--- config.mk ---
export PLATFORM = sky130hd
export DESIGN_NAME = cna_queue
export DESIGN_NICKNAME = d
export VERILOG_FILES = /design/src/rtl/core/complex_number_alu_macros.svh /design/src/rtl/core/cna_pkg.sv /design/src/rtl/core/cna_queue.sv
export SDC_FILE = /design/constraint.sdc
export NUM_CORES = 1
export LEC_CHECK = 0
export BUFFER_PORTS_ARGS = -buffer_cell sky130_fd_sc_hd__buf_2
export CAP_MARGIN = 20
export CELL_PAD_IN_SITES_DETAIL_PLACEMENT = 0
export CELL_PAD_IN_SITES_GLOBAL_PLACEMENT = 2
export CORE_MARGIN = 2
export CORE_UTILIZATION = 41
export CTS_CLUSTER_SIZE = 25
export DETAILED_ROUTE_END_ITERATION = 10
export GPL_ROUTABILITY_DRIVEN = 0
export GPL_TIMING_DRIVEN = 0
export PLACE_DENSITY = 0.83
export SLEW_MARGIN = 20
export SYNTH_ARGS = -nofsm -noshare
export SYNTH_HDL_FRONTEND = slang
export SYNTH_SLANG_ARGS = --single-unit
export TNS_END_PERCENT = 10
--- constraint.sdc ---
create_clock -name clk -period 4 [get_ports clk]
set_input_delay 0.8 -clock clk [delete_from_list [all_inputs] [get_ports clk]]
set_output_delay 0.8 -clock clk [all_outputs]
set_load 0.01 [all_outputs]
--- src/rtl/core/complex_number_alu_macros.svh ---
// Assertion macros for the complex number ALU.
// Expects clk and rst_n in the scope of the including module.
`ifndef COMPLEX_NUMBER_ALU_MACROS_SVH
`define COMPLEX_NUMBER_ALU_MACROS_SVH

// Same-cycle implication, disabled during reset.
`define CNA_ASSERT_IMP(lbl, cond, prop, msg) \
    lbl: assert property (@(posedge clk) disable iff (!rst_n) (cond) |-> (prop)) else $error(msg);

// Next-cycle implication, disabled during reset.
`define CNA_ASSERT_NXT(lbl, cond, prop, msg) \
    lbl: assert property (@(posedge clk) disable iff (!rst_n) (cond) |=> (prop)) else $error(msg);

`endif

--- src/rtl/core/cna_pkg.sv ---
// Shared types and constants for the complex number ALU.
// No dependencies.
package cna_pkg;

    typedef enum logic [1:0] {
        OP_ADD = 2'd0,
        OP_SUB = 2'd1,
        OP_MUL = 2'd2,
        OP_DIV = 2'd3
    } op_t;

    localparam int QUEUE_DEPTH = 4;
    localparam int QPTR_W      = 2;

    typedef struct packed {
        logic not_empty;
        logic full;
    } q_stat_t;

endpackage

--- src/rtl/core/cna_queue.sv ---
// Small request queue between the front and back of the complex number ALU.
// Depends on cna_pkg.
module cna_queue #(
    parameter int W = 130
) (
    input  logic              clk,
    input  logic              rst_n,
    input  logic              push,
    input  logic [W-1:0]      push_data,
    input  logic              pop,
    output logic [W-1:0]      pop_data,
    output cna_pkg::q_stat_t  q_stat
);
    import cna_pkg::*;

    logic [W-1:0]    mem [QUEUE_DEPTH];
    logic [QPTR_W-1:0] wr_ptr_reg;
    logic [QPTR_W-1:0] rd_ptr_reg;
    logic [QPTR_W:0]   count_reg;
    logic [QPTR_W:0]   count_next;

    assign pop_data         = mem[rd_ptr_reg];
    assign q_stat.not_empty = (count_reg != '0);
    assign q_stat.full      = (count_reg == (QPTR_W+1)'(QUEUE_DEPTH));

    always_comb
    begin
        count_next = count_reg;
        if (push && !pop)
        begin
            count_next = count_reg + 1'b1;
        end
        else if (pop && !push)
        begin
            count_next = count_reg - 1'b1;
        end
    end

    always_ff @(posedge clk or negedge rst_n)
    begin
        if (!rst_n)
        begin
            wr_ptr_reg <= '0;
            rd_ptr_reg <= '0;
            count_reg  <= '0;
        end
        else
        begin
            if (push)
            begin
                wr_ptr_reg <= wr_ptr_reg + 1'b1;
            end
            if (pop)
            begin
                rd_ptr_reg <= rd_ptr_reg + 1'b1;
            end
            count_reg <= count_next;
        end
    end

    always_ff @(posedge clk)
    begin
        if (push)
        begin
            mem[wr_ptr_reg] <= push_data;
        end
    end

endmodule

==> results.py <==
metrics = {
    "route": {
        "drt_first_pass_iters": 6,
        "wl_met2_mm": 18.42,
        "drc": 0,
        "wl_mm": 37.17,
        "wl_met1_mm": 15.48,
        "post_drt_wl_per_cell_um": 21.90,
        "vias": 8559,
        "dr.max_layer_used": "met5",
        "met3_length_mm": 2.435,
        "drtIter0Drc": 455,
        "ant_nets": 0,
        "via_per_inst": 5.044,
    },
    "floorplan": {
        "ios": 266,
        "coreArea_um2": 46360,
        "die_w_um": 220.1,
        "rows": 79,
        "floorplan.initialDensity_pct": 41.30,
        "die_h_um": 220.1,
        "fp.dieArea_um2": 48440,
    },
    "finish": {
        "post_route_cells_drive_above_1_share_pct": 47.38,
        "fin_util_pct": 50.20,
        "layout.nets": 1186,
        "layout_common_cells": "edfxtp_1 (520), buf_2 (281), mux4_2 (130), clkbuf_16 (55), clkbuf_1 (14)",
        "largest_register_ffs": 520,
        "mostFrequentLayoutCell": "edfxtp_1",
        "syn_to_final_growth_pct": 21.54,
        "stdcell_area_um2": 23270,
        "instances_no_fill": 1697,
        "fillers": 3663,
    },
    "clocking": {
        "max-clock-path-buffers": 3,
        "cts-root-buf": "clkbuf_16",
        "post_cts_buffers": 0,
        "ctsHoldBuffers": 0,
        "cts.repair.resized": 0,
        "clock-sinks": 527,
        "cts-buffers-inserted": 53,
        "htree_num_levels": 2,
        "clock_latency_ps": 580,
        "cts_tree": "yes",
        "clkTransAtPathRegs_ps": 60,
    },
    "worst_setup_path": {
        "end_kind": "output port",
        "crit_path_max_fanout": 11,
        "rr_worst_depth": 5,
        "rrSetupSlack_ps": 1950,
        "critical_path_class": "flip-flop to output port",
        "cp.arrival_ps": 2490,
        "cp-start-kind": "flip-flop",
        "critPathRequiredTime_ps": 3200,
    },
    "yosys": {
        "synth.distinct_cells": 19,
        "avgSynthCellArea_um2": 26.81,
        "yosysWarnings": 0,
        "synthesis.area_um2": 19150,
        "synth-async-reset-ratio_pct": 1.328,
        "syn_inst": 714,
        "synth_nets": 854,
        "synth_edf_count": 520,
        "seq_area_frac_synth_pct": 82.47,
        "synth_seq_cells": 527,
        "synth_flop_cell": "edfxtp_1",
    },
    "global_routing": {
        "grt_max_degree": 45,
        "grt_use_total_pct": 15.60,
        "grt_pass1_vias": 9125,
        "antenna_found_initial": 6,
        "grt_pass1_wl_mm": 55.66,
        "overflow": 0,
    },
    "sta": {
        "timing.hold.ws_ps": 43.39,
        "period_share_pct": 82.32,
        "worst_pin_slew_ps": 868.3,
        "timing.fmax_ghz": 0.3037,
        "setup_viol": 0,
        "hold_viol": 0,
        "drv_slew": 0,
        "fin_skew_ps": 12.14,
        "slew_headroom_pct": 42.12,
        "finalCriticalPeriod_ps": 3293,
        "rsz0062_at_grt": "false",
    },
    "placed_design": {
        "dp.cells": 1598,
        "io_buffer_count": 265,
        "dp_hpwl_mm": 23.60,
        "place_area_um2": 21530,
    },
    "power": {
        "switching_share_pct": 28.46,
        "p_per_area_nw_per_um2": 746.7,
        "p_clk_share_pct": 27.9,
        "combPwrFrac_pct": 29.4,
        "switchingPower_mw": 4.944,
        "leakage_nw": 7.936,
        "vdd_drop_max_mv": 0.5001,
        "p_seq_share_pct": 42.6,
        "p_int_mw": 12.43,
    },
    "run": {
        "cap_violations": 0,
    },
    "worst_hold_path": {
        "holdCritPathClass": "input port to asynchronous set/reset pin",
    },
    "outcome": {
        "status": "complete, no violations",
    },
}
[worst max-delay path, cell delays in order (launching register included)]
cell      delay (ps)
dfrtp_1          320
clkbuf_1         220
buf_2            440
buf_2            390
mux4_2           380
buf_2            160
[logic make-up after synthesis]
| group | share of synthesized area, % |
|---|---|
| xor gates and xnor gates | 0.2745 |
| buffers and inverters | 1.183 |
| AOI/OAI and AO/OA | 0.02612 |
| DFF | 82.47 |
| adders and majority gates | 0.4313 |
| muxes | 15.35 |
| and+or+nand+nor | 0.2614 |
[cell type report]
class	count	area, µm²	share of cell area, %
clock inverter	30	310.3	1.333
antenna	3	7.507	0.03226
sequential	527	15790	67.86
buffer	30	211.5	0.9087
tap	607	759.5	3.264
inverter	4	15.01	0.06452
multi-input combinational	153	3139	13.49
timing repair buffer	277	1619	6.958
clock buffer	66	1418	6.092
[metrics by stage]
stage / TNS (ps) / setup slack [ps] / total power [mW]
global placement: -1272660 / -3157 / 12.79
finish: 0 / 707.3 / 17.38
CTS: 0 / 582.5 / 17.72
floorplan: -104160 / -267.1 / 10.75
global route: 0 / 558.2 / 18.28
detailed placement: 0 / 1238 / 12.81
[cell usage after synthesis (2+ instances only)]
cell	instances	area share, %
buf_2	16	0.42
ha_1	5	0.33
nand2_1	2	0.039
dfrtp_1	7	0.91
buf_6	10	0.59
mux4_2	130	15
edfxtp_1	520	82
and2_1	4	0.13
inv_1	4	0.078
xnor2_1	2	0.092
clkbuf_1	3	0.059
xor2_1	4	0.18
[routing by layer]
layer	up-vias	global-route usage, %
li1	3777	-
met2	220	25.29
met3	54	4.472
met5	-	0
met4	10	5.190
met1	4498	20.34
[path summary, 6_finish.rpt]
check	start	endpoint
min reg2reg	count_reg[2]$_DFFE_PN0P_	count_reg[2]$_DFFE_PN0P_
max in group asynchronous	rst_n	wr_ptr_reg[1]$_DFFE_PN0P_
min in group clk	push_data[97]	mem[0][97]$_DFFE_PP_
min	rst_n	count_reg[2]$_DFFE_PN0P_
max	rd_ptr_reg[1]$_DFFE_PN0P_	pop_data[19]
max reg2reg	wr_ptr_reg[0]$_DFFE_PN0P_	mem[0][70]$_DFFE_PP_
[power groups by stage]
stage                     Clock, mW  Sequential (mW)  Combinational, mW
after floorplan                   0             7.58               3.17
final                          4.85             7.41               5.12
after global placement            0             7.73               5.06
after CTS                      5.00             7.42               5.30
after detailed placement          0             7.53               5.28
after global routing           5.22             7.49               5.57
Power figures use the tool's default switching activity.
