--- src/rtl/core/complex_number_alu_macros.svh ---
// Assertion macros for the complex number ALU.
// Expects clk and rst_n in the scope of the including module.
`ifndef COMPLEX_NUMBER_ALU_MACROS_SVH
`define COMPLEX_NUMBER_ALU_MACROS_SVH

// Same-cycle implication, disabled during reset.
`define CNA_ASSERT_IMP(lbl, cond, prop, msg) \
    lbl: assert property (@(posedge clk) disable iff (!rst_n) (cond) |-> (prop)) else $error(msg);

// Next-cycle implication, disabled during reset.
`define CNA_ASSERT_NXT(lbl, cond, prop, msg) \
    lbl: assert property (@(posedge clk) disable iff (!rst_n) (cond) |=> (prop)) else $error(msg);

`endif

--- src/rtl/core/cna_pkg.sv ---
// Shared types and constants for the complex number ALU.
// No dependencies.
package cna_pkg;

    typedef enum logic [1:0] {
        OP_ADD = 2'd0,
        OP_SUB = 2'd1,
        OP_MUL = 2'd2,
        OP_DIV = 2'd3
    } op_t;

    localparam int QUEUE_DEPTH = 4;
    localparam int QPTR_W      = 2;

    typedef struct packed {
        logic not_empty;
        logic full;
    } q_stat_t;

endpackage

--- src/rtl/core/cna_front.sv ---
// Front end of the complex number ALU: takes requests and holds each in a register until the queue takes it.
// Depends on cna_pkg.
module cna_front #(
    parameter int DW = 32
) (
    input  logic                  clk,
    input  logic                  rst_n,
    input  logic                  in_valid,
    output logic                  in_stall,
    input  logic [1:0]            operation,
    input  logic signed [DW-1:0]  a_real,
    input  logic signed [DW-1:0]  a_imag,
    input  logic signed [DW-1:0]  b_real,
    input  logic signed [DW-1:0]  b_imag,
    input  cna_pkg::q_stat_t      q_stat,
    output logic                  push,
    output logic [4*DW+1:0]       push_data
);
    import cna_pkg::*;

    logic            hold_valid_reg;
    logic            hold_valid_next;
    op_t             op_reg;
    logic [DW-1:0]   ar_reg;
    logic [DW-1:0]   ai_reg;
    logic [DW-1:0]   br_reg;
    logic [DW-1:0]   bi_reg;
    logic            accept;

    assign in_stall  = hold_valid_reg && q_stat.full;
    assign push      = hold_valid_reg && !q_stat.full;
    assign accept    = in_valid && !in_stall;
    assign push_data = {op_reg, ar_reg, ai_reg, br_reg, bi_reg};

    always_comb
    begin
        hold_valid_next = hold_valid_reg;
        if (accept)
        begin
            hold_valid_next = 1'b1;
        end
        else if (push)
        begin
            hold_valid_next = 1'b0;
        end
    end

    always_ff @(posedge clk or negedge rst_n)
    begin
        if (!rst_n)
        begin
            hold_valid_reg <= 1'b0;
        end
        else
        begin
            hold_valid_reg <= hold_valid_next;
        end
    end

    always_ff @(posedge clk)
    begin
        if (accept)
        begin
            op_reg <= op_t'(operation);
            ar_reg <= a_real;
            ai_reg <= a_imag;
            br_reg <= b_real;
            bi_reg <= b_imag;
        end
    end

endmodule

--- config.mk ---
export PLATFORM = sky130hd
export DESIGN_NAME = cna_front
export DESIGN_NICKNAME = d
export VERILOG_FILES = /design/src/rtl/core/complex_number_alu_macros.svh /design/src/rtl/core/cna_pkg.sv /design/src/rtl/core/cna_front.sv
export SDC_FILE = /design/constraint.sdc
export NUM_CORES = 1
export LEC_CHECK = 0
export BUFFER_PORTS_ARGS = -buffer_cell sky130_fd_sc_hd__buf_2
export CORE_MARGIN = 2
export CORE_UTILIZATION = 40
export DETAILED_ROUTE_END_ITERATION = 10
export PLACE_DENSITY = 0.79
export RECOVER_POWER = 50
export SLEW_MARGIN = 20
export SYNTH_ARGS = -nofsm -noshare
export SYNTH_HDL_FRONTEND = slang
export SYNTH_SLANG_ARGS = --single-unit
--- constraint.sdc ---
create_clock -name clk -period 14.9 [get_ports clk]
set_input_delay 1.49 -clock clk [delete_from_list [all_inputs] [get_ports clk]]
set_output_delay 1.49 -clock clk [all_outputs]
set_load 0.1 [all_outputs]
==> flow_metrics.tcl, run 1 <==
set metrics [dict create \
    synth_warnings 0 \
    initial_core_util_pct 40.85 \
    num_rows 36 \
    async_flop_share_pct 0.7634 \
    netSwitchingFraction_pct 30.86 \
    route.detailed.drc 0 \
    place.gp.congestion 0.6871 \
    violations "capacitance limit, slew limit" \
    die_x_um 103.5 \
    finClkSkew_ps 5.366 \
    cp_data_required_time_ps 14910 \
    cts_made_buffers 17 \
    status "finished, violations left" \
    die-area_um2 10700 \
    worstSetupPathType "in2reg" \
    clockBufferDepth 2 \
    cts_tree "yes" \
    yosys_register_bits 131 \
    synth_area_leaders "edfxtp_1 (99%), dfrtp_1 (0.63%), a21boi_0 (0.19%)" \
    maxCapViolCount 2 \
    worst_slew_pin_slew_ps 3789 \
    drive_gt1_share_pct 66.13 \
    synthFlopType "edfxtp_1" \
    avgViaCountPerCell 4.282 \
    setup_violations 0 \
    fin_nets 556 \
    max_freq_mhz 219.4 \
    powerDensity_nw_per_um2 163.2 \
    yosysMostFrequentCell "edfxtp_1" \
    antenna_cells 0 \
    cts_setup_buffers 0 \
    routedWlPerCell_um 15.43 \
    grt_max_degree 75 \
    globalRouteMet1Util_pct 14.88 \
    drtAntennaViolNets 0 \
    syn_inst 135 \
    io_pins 267 \
    grt_usage_pct 15.12 \
    synth-edff-count 130 \
    tns_ps 0 \
    grt_pass1_wl_mm 11.44 \
    first_global_vias 2320 \
    grt-busiest-layer "met2" \
    cts.htree.levels 4 \
    clockPowerShare_pct 35.8 \
    power_frac_comb_pct 19.1 \
    ys_types 6 \
    drtPass1Iterations 4 \
    die_y_um 103.5 \
    end_kind "flop" \
    power_frac_seq_pct 45.1 \
    drt_iter0_drc 79 \
    seq_area_frac_synth_pct 99.30 \
    p_int_uw 670.8 \
    route.vias.total 2415 \
    p_switching_uw 299.4 \
    syn_to_final_growth_pct 50.25 \
    critical_path_arrival_ps 4570 \
    clk_pin_slew_worst_paths_ps 50 \
    slew_violations 132 \
    final_core_util_pct 61.38 \
    synth.net_count 270 \
    post_cts_resized 0 \
    rsz0062_at_grt "false" \
    hold_viol_final 0 \
    dp_hpwl_mm 6.483 \
    antenna_found_initial 0 \
    cts_root_buf "clkbuf_8" \
    grt_overflow_total 0 \
    port-buffer-count 265 \
    hold_path_class "reg2reg" \
    grt_use_met3_pct 7.460 \
    syn-cell-area_um2 3956 \
    yosysTopAreaCell "edfxtp_1" \
    period_share_pct 30.59 \
    insertion_delay_ps 490 \
    period_minus_slack_ps 4558 \
    avgSynthCellArea_um2 29.31 \
    irDropWorstVdd_v 0.0001072 \
    grtUsageMet2_pct 25.96 \
    cp-start-kind "primary input" \
    cts.sinks 131 \
    synth_top_area_share_pct 98.67 \
    crit_fanout 74 \
    slew_headroom_pct -152.6 \
    routed_wl_mm 8.705 \
    hold_buffers 0 \
    core_area_um2 9684 \
    power_leakage_nw 2.546 \
]
-- per-layer routing --
layer / up-vias / part of all wire [%]
met2: 158 / 53
li1: 1121 / -
met1: 1122 / 35
met5: - / 0
met4: 0 / 1.6
met3: 14 / 11
-- worst max-delay path, stage by stage --
cell and delay (ps):
clkbuf_1 110, a21boi_0 230, clkbuf_1 2680
-- power groups by stage --
stage / logic (mW) / registers, mW / clock network (mW)
final: 0.186 / 0.437 / 0.347
after global routing: 0.191 / 0.440 / 0.370
after CTS: 0.187 / 0.436 / 0.355
after detailed placement: 0.187 / 0.443 / 0
after global placement: 0.185 / 0.442 / 0
after floorplan: 0.00967 / 0.589 / 0
-- cell type report --
class / instances / area [µm²]
clock buffers: 19 / 421.7
clock inverters: 10 / 70.07
fillers: 741 / 3740
multi-input cells: 4 / 27.53
flip-flops and latches: 131 / 3929
well taps: 133 / 166.4
repair buffers: 267 / 1330
-- cells by family after synthesis --
| kind of cell | count (synthesis) | synth area share, % |
|---|---|---|
| compound gates | 2 | 0.3796 |
| flops | 131 | 99.30 |
| simple gates | 2 | 0.3165 |
-- through the flow --
| step | setup slack [ps] | hold slack, ps | std cells | cell area (µm²) | total power [mW] |
|---|---|---|---|---|---|
| after floorplan | 3195 | 475.8 | 135 | 3956 | 0.5991 |
| after global routing | 9898 | 569.3 | 564 | 5944 | 1.001 |
| after CTS | 11230 | 610.9 | 564 | 5967 | 0.9782 |
| final | 10340 | 544.7 | 564 | 5944 | 0.9702 |
| after detailed placement | 11240 | 595.6 | 535 | 5475 | 0.6301 |
| after global placement | 11250 | 563.9 | 535 | 5475 | 0.6271 |
-- placed cells by master, fill, tap and decap left out --
cell type | synthesis | layout
buf_2 | 0 | 262
edfxtp_1 | 130 | 130
clkbuf_16 | 0 | 16
clkbuf_1 | 0 | 7
clkinv_2 | 0 | 5
clkinv_1 | 0 | 4
and2_1 | 1 | 1
a21boi_0 | 1 | 1
nor2b_1 | 1 | 1
a21o_1 | 1 | 1
clkbuf_8 | 0 | 1
bufinv_16 | 0 | 1
dfrtp_1 | 1 | 1
-- final timing paths --
check                                             end  slack, ps  depth (start not counted)                       start
min in group asynchronous  hold_valid_reg$_DFFE_PN0P_        760                          1                       rst_n
max reg2reg                      ai_reg[12]$_DFFE_PP_      11030                          2  hold_valid_reg$_DFFE_PN0P_
min reg2reg                hold_valid_reg$_DFFE_PN0P_        540                          1  hold_valid_reg$_DFFE_PN0P_
min                        hold_valid_reg$_DFFE_PN0P_        540                          1  hold_valid_reg$_DFFE_PN0P_
max in group asynchronous  hold_valid_reg$_DFFE_PN0P_      14050                          1                       rst_n
max                              br_reg[28]$_DFFE_PP_      10340                          3                   q_stat[0]
Power figures use the tool's default switching activity.
==> run 2: changes to the inputs <==
- CORE_UTILIZATION: 40 -> 37
- PLACE_DENSITY: 0.79 -> 0.77
- clock period: 14.9 -> 4 ns (I/O delays scaled with it)
==> run 2 against run 1 <==
The run now ends clean. Register-to-register slack worse by 8700 ps. Die area is 7.8% higher. First-iteration DRC count is 16% higher. Highest routed layer unchanged.
==> flow_metrics.tcl, run 2 (synthesis gave the netlist of run 1 again) <==
set metrics [dict create \
    grt_usage_pct 14.85 \
    slowest_delay_ps 900 \
    final_core_util_pct 58.18 \
    status "finished, final reports clean" \
    maxCapViolCount 0 \
    cts.htree.levels 4 \
    drtAntennaViolNets 0 \
    dp_cells 538 \
    routedWlPerCell_um 15.43 \
    end_kind "output pin" \
    cp-start-kind "flop" \
    die_x_um 107.4 \
    initial_core_util_pct 38.15 \
    slew_violations 0 \
    dp_hpwl_mm 6.493 \
    worstSetupPathType "reg2out" \
    antenna_cells 0 \
    finClkSkew_ps 8.322 \
    grt-busiest-layer "met2" \
    clockBufferDepth 2 \
    setup_violations 0 \
    powerDensity_nw_per_um2 650.4 \
    slowest_stage "clkbuf_1" \
    period_minus_slack_ps 2126 \
    globalRouteMet1Util_pct 14.56 \
    avgViaCountPerCell 4.175 \
    worstPathCellList "clkbuf_1" \
    period_share_pct 53.15 \
    cts_tree "yes" \
    worst_slew_pin_slew_ps 1239 \
    crit_fanout 1 \
    power_leakage_nw 2.442 \
    route.vias.total 2380 \
    stdcell_count 570 \
    grt_overflow_total 0 \
    die_y_um 107.4 \
    drive_gt1_share_pct 53.23 \
    hold_path_class "in2reg" \
    critPathTopFamily "buffers and inverters" \
    hold_viol_final 0 \
    fin_nets 557 \
    max_freq_mhz 470.4 \
    critical_path_arrival_ps 1730 \
    cts.sinks 131 \
    fin_ws_ps 1874 \
    final_cell_area_um2 6033 \
    rsz0062_at_grt "false" \
    route.detailed.drc 0 \
    reg2reg_slack_ps 2340 \
    insertion_delay_ps 500 \
    drt_iter0_drc 92 \
    num_rows 37 \
    place.gp.congestion 0.6999 \
    first_global_vias 2457 \
    grtUsageMet2_pct 25.86 \
    antenna_found_initial 0 \
    syn_to_final_growth_pct 52.50 \
    cts_made_buffers 17 \
    io_pins 267 \
    cts_root_buf "clkbuf_8" \
    cp_num_buf_inv 1 \
    port-buffer-count 265 \
    final_common_cell "buf_2" \
    post_cts_resized 0 \
    layout_common_cells "buf_2 (199), edfxtp_1 (130), clkbuf_1 (67)" \
    grt_pass1_wl_mm 12.28 \
    irDropWorstVdd_v 0.0003025 \
    grt_max_degree 67 \
    slew_headroom_pct 17.75 \
    clk_pin_slew_worst_paths_ps 60 \
    dpl_cell_area_um2 5479 \
    routed_wl_mm 8.797 \
    drtPass1Iterations 4 \
    grt_use_met3_pct 7.446 \
    dp_slack_ps 2262 \
    core_area_um2 10370 \
    cp_data_required_time_ps 3600 \
    tns_ps 0 \
    die-area_um2 11540 \
]
==> run 2: cell types whose count changed in the layout (fill, tap and decap cells not counted) <==
cell           change
buf_2             -63
clkinv_4           +3
clkinv_2           -4
inv_6              +1
a21boi_0           -1
buf_4              +2
clkinvlp_4         +2
a21boi_4           +1
clkbuf_1          +60
dlygate4sd3_1      +1
bufinv_16          +4
clkinv_1           -3
==> run 2: per-stage QoR <==
stage,hold slack (ps),power [mW]
after floorplan,104.4,2.208
after global placement,176.8,2.337
after detailed placement,183.5,2.348
after CTS,41.42,3.981
after global routing,36.58,4.043
final,66.81,3.924
==> run 2: timing repair <==
item,in CTS,in global routing
endpoints found under the hold margin,1,0
hold buffers,1,0
buffers inserted,0,0
setup endpoints to repair,0,0
==> run 2: metal layers <==
metal / vias up / wire, µm / share of wire (%)
met1: 1076 / 3021 / 34
met2: 164 / 4575 / 52
met4: 0 / 129 / 1.5
met3: 11 / 1070 / 12
li1: 1129 / - / -
met5: - / 0 / 0
==> run 2: path summary, 6_finish.rpt <==
check / start / to / cells after the start
max: ar_reg[17]$_DFFE_PP_ / push_data[113] / 1
min: a_imag[13] / ai_reg[13]$_DFFE_PP_ / 1
max reg2reg: hold_valid_reg$_DFFE_PN0P_ / ar_reg[30]$_DFFE_PP_ / 2
min reg2reg: hold_valid_reg$_DFFE_PN0P_ / hold_valid_reg$_DFFE_PN0P_ / 1
max in group asynchronous: rst_n / hold_valid_reg$_DFFE_PN0P_ / 2
min in group asynchronous: rst_n / hold_valid_reg$_DFFE_PN0P_ / 2
==> run 2: report_power, final <==
part           internal, mW  switching (mW)
sequential             1.60          0.0187
combinational        0.0848           0.600
clock                  1.07           0.545
total                  2.76            1.16
==> run 2: final cells by class <==
| class | count | area, µm² |
|---|---|---|
| clock inverter | 13 | 209.0 |
| sequential | 131 | 3929 |
| tap | 136 | 170.2 |
| fill | 859 | 4337 |
| multi-input combinational | 4 | 38.79 |
| timing repair buffer | 268 | 1269 |
| clock buffer | 18 | 417.9 |
